**config.mk**
```make
export PLATFORM = sky130hd
export DESIGN_NAME = pah_cell
export DESIGN_NICKNAME = d
export VERILOG_FILES = /design/src/rtl/pah_pkg.sv /design/src/rtl/pah_cell.sv
export SDC_FILE = /design/constraint.sdc
export NUM_CORES = 1
export LEC_CHECK = 0
export ABC_CLOCK_PERIOD_IN_PS = 12500
export BUFFER_PORTS_ARGS = -buffer_cell sky130_fd_sc_hd__buf_2
export CORE_AREA = 3 3 327 329
export DETAILED_ROUTE_END_ITERATION = 6
export DIE_AREA = 0 0 330 332
export PLACE_DENSITY_LB_ADDON = 0.08
export SLEW_MARGIN = 25
export SYNTH_ARGS = -nofsm -noshare
export SYNTH_HDL_FRONTEND = slang
export SYNTH_SLANG_ARGS = --single-unit
```
**constraint.sdc**
```tcl
create_clock -name clk -period 12.5 [get_ports clk]
set_clock_uncertainty 0.2 [all_clocks]
set_input_delay 0.625 -clock clk [delete_from_list [all_inputs] [get_ports clk]]
set_output_delay 0.625 -clock clk [all_outputs]
set_load 0.01 [all_outputs]
```
**src/rtl/pah_pkg.sv**
```systemverilog
`timescale 1ns / 1ps
// shared types, codes and constants of the peer ack stability horizon block
package pah_pkg;

  localparam int MAX_PEERS_DEF = 16;

  localparam int ID_W    = 32;
  localparam int STAMP_W = 64;
  localparam int NOW_W   = 63;
  localparam int LEASE_W = 32;
  localparam int CMD_W   = 3;

  localparam logic [LEASE_W-1:0] LEASE_RST = 32'd30000;
  localparam logic [LEASE_W-1:0] CNT_MAX   = 32'hFFFF_FFFF;

  // command codes
  localparam logic [CMD_W-1:0] CMD_ACK     = 3'd0;
  localparam logic [CMD_W-1:0] CMD_HEART   = 3'd1;
  localparam logic [CMD_W-1:0] CMD_REG     = 3'd2;
  localparam logic [CMD_W-1:0] CMD_UNREG   = 3'd3;
  localparam logic [CMD_W-1:0] CMD_EJECT   = 3'd4;
  localparam logic [CMD_W-1:0] CMD_HORIZON = 3'd5;
  localparam logic [CMD_W-1:0] CMD_RESET   = 3'd6;
  // code with no meaning, answered as refused
  localparam logic [CMD_W-1:0] CMD_UNUSED  = 3'd7;

  // configuration register indexes
  localparam logic CFG_OWN_ID = 1'b0;
  localparam logic CFG_LEASE  = 1'b1;

  // command token walking down the cell row
  typedef struct packed {
    logic [CMD_W-1:0]   cmd;
    logic [ID_W-1:0]    id;
    logic [STAMP_W-1:0] stamp;
    logic [NOW_W-1:0]   now;
    logic [STAMP_W-1:0] local_stamp;
    logic               refused;
    logic               found;
    logic               free_seen;
    logic               live;
    logic [STAMP_W-1:0] lo;
  } tok_t;

  // new entry written into a free cell
  typedef struct packed {
    logic [ID_W-1:0]    peer;
    logic [STAMP_W-1:0] acked;
    logic [NOW_W-1:0]   heard;
  } ins_t;

endpackage

```
**src/rtl/pah_cell.sv**
```systemverilog
`timescale 1ns / 1ps
// one table entry: applies the passing command to its entry and hands the word on
module pah_cell #(
  parameter int MAX_PEERS = pah_pkg::MAX_PEERS_DEF,
  parameter int IDX       = 0
) (
  input  logic                              clk,
  input  logic                              rst_n,
  input  logic [pah_pkg::LEASE_W-1:0]       lease,
  input  logic                              tok_vld,
  input  pah_pkg::tok_t                     tok,
  input  logic [$clog2(MAX_PEERS+1)-1:0]    trk,
  input  logic [$clog2(MAX_PEERS+1)-1:0]    qrm,
  input  logic [$clog2(MAX_PEERS+1)-1:0]    ejd,
  input  logic [$clog2(MAX_PEERS+1)-1:0]    ejn,
  input  logic [(MAX_PEERS > 1 ? $clog2(MAX_PEERS) : 1)-1:0] free_idx,
  input  logic                              ins_en,
  input  logic [(MAX_PEERS > 1 ? $clog2(MAX_PEERS) : 1)-1:0] ins_idx,
  input  pah_pkg::ins_t                     ins,
  output logic                              tok_vld_r,
  output pah_pkg::tok_t                     tok_r,
  output logic [$clog2(MAX_PEERS+1)-1:0]    trk_r,
  output logic [$clog2(MAX_PEERS+1)-1:0]    qrm_r,
  output logic [$clog2(MAX_PEERS+1)-1:0]    ejd_r,
  output logic [$clog2(MAX_PEERS+1)-1:0]    ejn_r,
  output logic [(MAX_PEERS > 1 ? $clog2(MAX_PEERS) : 1)-1:0] free_idx_r
);

  localparam int CW = $clog2(MAX_PEERS+1);
  localparam int IW = (MAX_PEERS > 1) ? $clog2(MAX_PEERS) : 1;
  localparam logic [IW-1:0] MY_IDX = IW'(IDX);

  logic                        v_r, v_nxt;
  logic [pah_pkg::ID_W-1:0]    peer_r;
  logic [pah_pkg::STAMP_W-1:0] acked_r, acked_nxt;
  logic [pah_pkg::NOW_W-1:0]   heard_r, heard_nxt;
  logic                        out_r, out_nxt;
  logic                        match, touch_ok, expire, ej_inc;
  logic [pah_pkg::NOW_W-1:0]   age;
  pah_pkg::tok_t               tok_nxt;
  logic [IW-1:0]               free_nxt;

  assign match    = v_r && (peer_r == tok.id);
  assign touch_ok = match && !tok.refused;
  assign age      = tok.now - heard_r;
  assign expire   = (heard_r != '0) && (tok.now > heard_r) &&
                    (age > {{(pah_pkg::NOW_W-pah_pkg::LEASE_W){1'b0}}, lease}) && !out_r;

  // entry update for the passing command
  always_comb begin
    v_nxt     = v_r;
    acked_nxt = acked_r;
    heard_nxt = heard_r;
    out_nxt   = out_r;
    ej_inc    = 1'b0;
    tok_nxt   = tok;
    free_nxt  = free_idx;
    if (!v_r && !tok.free_seen) begin
      tok_nxt.free_seen = 1'b1;
      free_nxt          = MY_IDX;
    end
    unique case (tok.cmd)
      pah_pkg::CMD_ACK, pah_pkg::CMD_HEART, pah_pkg::CMD_REG: begin
        if (touch_ok) begin
          tok_nxt.found = 1'b1;
          heard_nxt     = tok.now;
          out_nxt       = 1'b0;
          if (tok.cmd == pah_pkg::CMD_REG) begin
            acked_nxt = tok.stamp;
          end else if (tok.cmd == pah_pkg::CMD_ACK && tok.stamp > acked_r) begin
            acked_nxt = tok.stamp;
          end
        end
      end
      pah_pkg::CMD_UNREG: begin
        if (match) begin
          tok_nxt.found = 1'b1;
          v_nxt         = 1'b0;
        end
      end
      pah_pkg::CMD_EJECT: begin
        if (match) begin
          tok_nxt.found = 1'b1;
          if (!out_r) begin
            out_nxt = 1'b1;
            ej_inc  = 1'b1;
          end
        end
      end
      pah_pkg::CMD_HORIZON: begin
        if (v_r) begin
          if (expire) begin
            out_nxt = 1'b1;
            ej_inc  = 1'b1;
          end
          if (!(out_r || expire)) begin
            tok_nxt.live = 1'b1;
            if (acked_r < tok.lo) tok_nxt.lo = acked_r;
          end
        end
      end
      pah_pkg::CMD_RESET: begin
        v_nxt = 1'b0;
      end
      default: begin
      end
    endcase
  end

  // entry storage
  always_ff @(posedge clk) begin
    if (!rst_n) begin
      v_r <= 1'b0;
    end else if (ins_en && ins_idx == MY_IDX) begin
      v_r <= 1'b1;
    end else if (tok_vld) begin
      v_r <= v_nxt;
    end
  end

  always_ff @(posedge clk) begin
    if (ins_en && ins_idx == MY_IDX) begin
      peer_r  <= ins.peer;
      acked_r <= ins.acked;
      heard_r <= ins.heard;
      out_r   <= 1'b0;
    end else if (tok_vld) begin
      acked_r <= acked_nxt;
      heard_r <= heard_nxt;
      out_r   <= out_nxt;
    end
  end

  // hand the word to the next cell
  always_ff @(posedge clk) begin
    if (!rst_n) begin
      tok_vld_r <= 1'b0;
    end else begin
      tok_vld_r <= tok_vld;
    end
  end

  always_ff @(posedge clk) begin
    if (tok_vld) begin
      tok_r      <= tok_nxt;
      free_idx_r <= free_nxt;
      trk_r      <= trk + CW'(v_nxt);
      qrm_r      <= qrm + CW'(v_nxt && !out_nxt);
      ejd_r      <= ejd + CW'(v_nxt && out_nxt);
      ejn_r      <= ejn + CW'(ej_inc);
    end
  end

endmodule

```
### Word level (Yosys, flattened, before mapping)

Index checks and enable logic that the tools add are counted.

| storage, ports and cells | value |
|---|---|
| logic and storage cells | 95 |
| output and inout bits | 319 |
| register bits | 480 |

| operators by class | value |
|---|---|
| add/subtract/negate cells | 5 |
| reductions and logical operators | 27 |
| muxes and demuxes | 31 |
| $lt $le $gt $ge | 4 |
| equality and inequality tests | 7 |

Operator list:

| cell | number |
|---|---|
| 64-bit two-way mux | 7 |
| 63-bit two-way mux | 4 |
| 65-bit two-way mux | 3 |
| 64-bit greater-than comparator | 1 |
| 64-bit < comparator | 1 |
| 63-bit by 32-bit greater-than comparator with 1-bit output | 1 |
| 63-bit greater-than comparator | 1 |
| 63-bit nonzero test | 1 |
| 63-bit subtractor | 1 |
| 32-bit equality test | 1 |
| 5-bit by 1-bit adder with 5-bit output | 4 |
| 1-bit two-way mux | 13 |
| 1-bit logical AND | 10 |
| 3-bit equality test (second input constant) | 3 |
| 3-bit by 2-bit equality test with 1-bit output (second input constant) | 2 |
| 1-bit one-hot mux with 2 select lines | 3 |
| 2-bit nonzero test | 3 |
| 1-bit zero test | 5 |
| 4-bit zero test | 1 |
| 4-bit AND reduction | 1 |
| 3-bit by 1-bit equality test with 1-bit output (second input constant) | 1 |
| 3-bit zero test | 1 |
| 1-bit one-hot mux with 3 select lines | 1 |
| 3-bit AND reduction | 1 |
| 4 further kinds | 4 |

### Depth between registers and ports, before layout

| logic depth | value |
|---|---|
| word-level depth | 10 |
| gate-level depth with buffers | 30 |

### Worst setup path after synthesis

No wires, ideal clock.

| timing path | value |
|---|---|
| path kind | input to register |
| from | input tok[197] in the netlist's numbering |
| to | register acked_r[0] in the netlist's numbering, enable pin |
| stages on the path | 13 |
| required time | 11639 ps |
| path buffers | 0 |
| data arrival time | 8657 ps |
| path slack | 2982 ps |
| cell sequence | ha_1 a21o_1 a21o_1 a211o_1 a21o_1 a21o_1 a21oi_1 o221ai_1 a21oi_1 o221a_2 o21ai_0 a21oi_1 o41ai_1 |

| between the ends | value |
|---|---|
| cells in the longest elaborated chain, start to end | 4 |

RTL lines:

| what | RTL line | source |
|---|---|---|
| start, declared | pah_cell.sv:11 | `input pah_pkg::tok_t tok,` |
| 64-bit greater-than comparator | pah_cell.sv:70 | `end else if (tok.cmd == pah_pkg::CMD_ACK && tok.stamp > acked_r) begin` |
| 1-bit logical AND | pah_cell.sv:70 |  |
| 3-bit nonzero test (no line) | n/a |  |
| 4-bit AND reduction (no line) | n/a |  |
| end signal, assigned | pah_cell.sv:124 | `acked_r <= ins.acked;` |
| end signal, assigned | pah_cell.sv:128 | `acked_r <= acked_nxt;` |
| end, declared | pah_cell.sv:35 | `logic [pah_pkg::STAMP_W-1:0] acked_r, acked_nxt;` |

Every way passes these cells.
A chain may end at the register's enable or synchronous reset.

==> summary.txt <==
Global routing
  • GRT Residual Overflow: 0
  • Vias in the first global route: about 25000
  • Antenna violations before repair: 23
  • All-Layer GR Usage: 20.4%
  • Global-route wire length before repair: between 150 and 200 mm
  • Largest net degree at the start of global routing: around 100

Place
  • HPWL after DPL: ~92 mm
  • Pre-CTS setup slack: 3760 ps
  • RePlAce Congestion: 0.878
  • Port bufs: 835

Yosys
  • Synth area leaders: edfxtp_1 54%, ha_1 11%, nand2_1 6.9%
  • Net Count, Synth: approximately 3200
  • FFs w/ async S/R, synth: 0%
  • Ys flop type: edfxtp_1
  • Synth top area share: a little over half
  • Syn_area_per_cell: approximately 11 µm²
  • Synthesized flop and latch total: 480
  • Synth unique cells: between 80 and 90
  • Area leader, netlist: edfxtp_1
  • Post-synth EDFFs: approximately 480
  • Synth Instances: 2454
  • Cell Area, Synth: ~0.027 mm²
  • Synth warn: 0
  • Sequential share of the synthesized area: between 50% and 60%

Clock network
  • CTS tree: yes
  • H-Tree Depth: 2
  • Worst-Skew Late Latency: around 670 ps
  • CTS Buffer Depth: 3
  • Reg clk slew, reported paths: 60 ps
  • Cts bufs inserted: 58
  • Num Clock Sinks: 480
  • Clock Root Buffer: clkbuf_16

Floorplan
  • Die ar.: 0.110 mm²
  • Die span in y: about 330 µm
  • Io pins: ~840
  • Placeable Area: 0.104 mm²
  • Die X: approximately 330 µm
  • Starting Density: 25.6%
  • Num rows: approximately 120

Pwr
  • Pwr dens: 116 mW/mm²
  • Leak: approximately 17 nW
  • Worst VDD drop: ~0.12 mV
  • Pwr Total: around 0.0044 W

Critical path
  • Req. time, crit path: approximately 13000 ps
  • Crit end category: flip-flop
  • Slowest stage delay, CP: 710 ps
  • CP Launch Type: primary input
  • CP arrival: about 9000 ps
  • Setup CP Type: primary input to flip-flop
  • Crit-path most repeated cell: nand4_1
  • Slowest-stage cell, CP: buf_4
  • Crit-path max FO: 45

Run status
  • Status: finished, final reports clean

Run
  • Number of max-cap violations: 0

STA
  • Fin crit share: 69.6%
  • Fmax: approximately 0.11 GHz
  • Hold Vio Cnt, Final: 0
  • Final setup violation count: 0
  • Min cycle time layout: ~8700 ps
  • RSZ-0062 raised after global routing: false
  • Fin Setup TNS: 0 ps
  • Slew HR: between 30% and 40%
  • Final worst slack: 3800 ps
  • Final Slew Violations: 0
  • Worst Tran Pin Value: between 1000 and 1500 ps

Route
  • Mean routed wirelength per cell: around 23 µm
  • DRC: 0
  • Vias post-DR: about 23000
  • Vias per inst: between 4 and 5
  • Antenna-violating nets left: 0
  • DR iter-0 viols: between 1000 and 1500
  • Routed WL: between 100 and 150 mm
  • First drt pass iteration count: 6

Cells and area
  • Final nets: 4368
  • Layout cells sized above 1: between 20% and 30%
  • Commonest non-fill, non-tap cell in the layout: buf_2
  • Area growth syn-to-layout: 41.0%
  • Most frequent cells in the layout: 834 x buf_2, 489 x nand2_1, 477 x edfxtp_1, 329 x dlygate4sd3_1, 238 x inv_1

Worst hold path
  • Hold Crit Class: primary input to flip-flop
[report_power, final]
group,internal [W],switching [W],leakage [nW]
clock,0.000981,0.000730,0.916
sequential,0.00188,0.0000270,4.57
combinational,0.000314,0.000425,11.0
[cells by family (layout without fill, tap and decap cells)]
group,count (synthesis),in the layout,share of synthesized area (%)
mux,71,71,2.70
simple gates,863,863,14.8
compound gates,416,416,10.0
buf+inv,311,1527,4.86
fa+ha+maj,231,231,10.9
other cells,0,12,0
xor+xnor,82,82,2.70
flops,480,480,54.1
[critical path: cells and delay by family]
| family | cells | cell delay [ps] |
|---|---|---|
| multiplexers | 1 | 270 |
| XOR/XNOR | 1 | 160 |
| AO/OA/AOI/OAI | 7 | 1860 |
| AND/OR/NAND/NOR | 12 | 2930 |
| adder cells (fa/ha/maj) | 3 | 900 |
| buffers and inverters | 6 | 2060 |
[registers in the layout, summed over array words and instances (netlist names)]
| name | count |
|---|---|
| out_r | 1 |
| trk_r | 5 |
| tok_r | 294 |
| acked_r | 64 |
| peer_r | 32 |
| v_r | 1 |
| ejn_r | 5 |
| qrm_r | 5 |
| tok_vld_r | 1 |
| heard_r | 63 |
| free_idx_r | 4 |
| ejd_r | 5 |
[worst paths after layout]
check,cells after the start,end,slack [ps],start
worst max register to register,27,tok_r[11]$_DFFE_PP_,4190,heard_r[0]$_DFFE_PP_
worst max-delay path,30,tok_r[11]$_DFFE_PP_,3800,tok[132]
worst min register to register,2,out_r$_SDFFE_PP0P_,310,out_r$_SDFFE_PP0P_
worst min-delay path,1,tok_r[139]$_DFFE_PP_,50,tok[139]
[Yosys cell counts, types with 4 or more instances]
cell type  instances
a31oi_1            7
o21ai_0           83
nor2_1           102
edfxtp_1         477
and2_1             5
nor3_1            29
ha_1             230
o31a_1             4
a211oi_1           9
nand2b_1          24
and3_1             5
o21bai_1          13
o211ai_1          12
or3_1              9
xnor2_1           28
buf_2             16
xor2_1            54
mux2_2             5
a21oi_1          128
or2_2              4
mux2i_1           65
nor2b_1           27
a221oi_1           7
o31ai_1           10
buf_12             6
a22oi_1            4
o21ai_1           20
or4_1              4
a2111oi_0          6
and4_1             5
nand2_1          491
nand4_1           77
o221ai_1           4
nor4_1            37
o21a_1            16
inv_1            238
clkbuf_1          49
nand3_1           27
a21o_1            48
[timing repair]
| item | 4_1_cts | 5_1_grt |
|---|---|---|
| gates resized for setup | 0 | 0 |
| hold buffers | 329 | 0 |
| setup buffers | 0 | 0 |
| hold endpoints to repair | 330 | 0 |
[area by class of cell]
cell class | instances | area, µm²
fillers | 10690 | 66300
flip-flops and latches | 480 | 14400
multi-input cells | 1663 | 10900
repair buffers | 1178 | 7590
well taps | 1380 | 1730
clock buffers | 70 | 1500
inverters | 239 | 902
clock inverters | 40 | 415
diodes | 12 | 30.0
[metrics by stage]
step / hold WS, ps / utilization (%) / cells / instance area, µm²
floorplan: 266 / - / 2454 / 26600
global placement: 291 / 31.1 / 4611 / 32300
detailed placement: 298 / 31.1 / 4611 / 32300
CTS: 0.0831 / 36.1 / 5050 / 37500
global route: 2.75 / 36.1 / 5059 / 37500
finish: 45.2 / 36.1 / 5062 / 37500
[per-layer routing]
| metal | global-route usage (%) | vias up | wire (µm) |
|---|---|---|---|
| met3 | 3.28 | 147 | 6140 |
| met4 | 4.99 | 16 | 2610 |
| met2 | 37.6 | 701 | 59700 |
| li1 | - | 11207 | - |
| met5 | 0 | - | 107 |
| met1 | 24.5 | 11343 | 46800 |
Power figures use the tool's default switching activity.
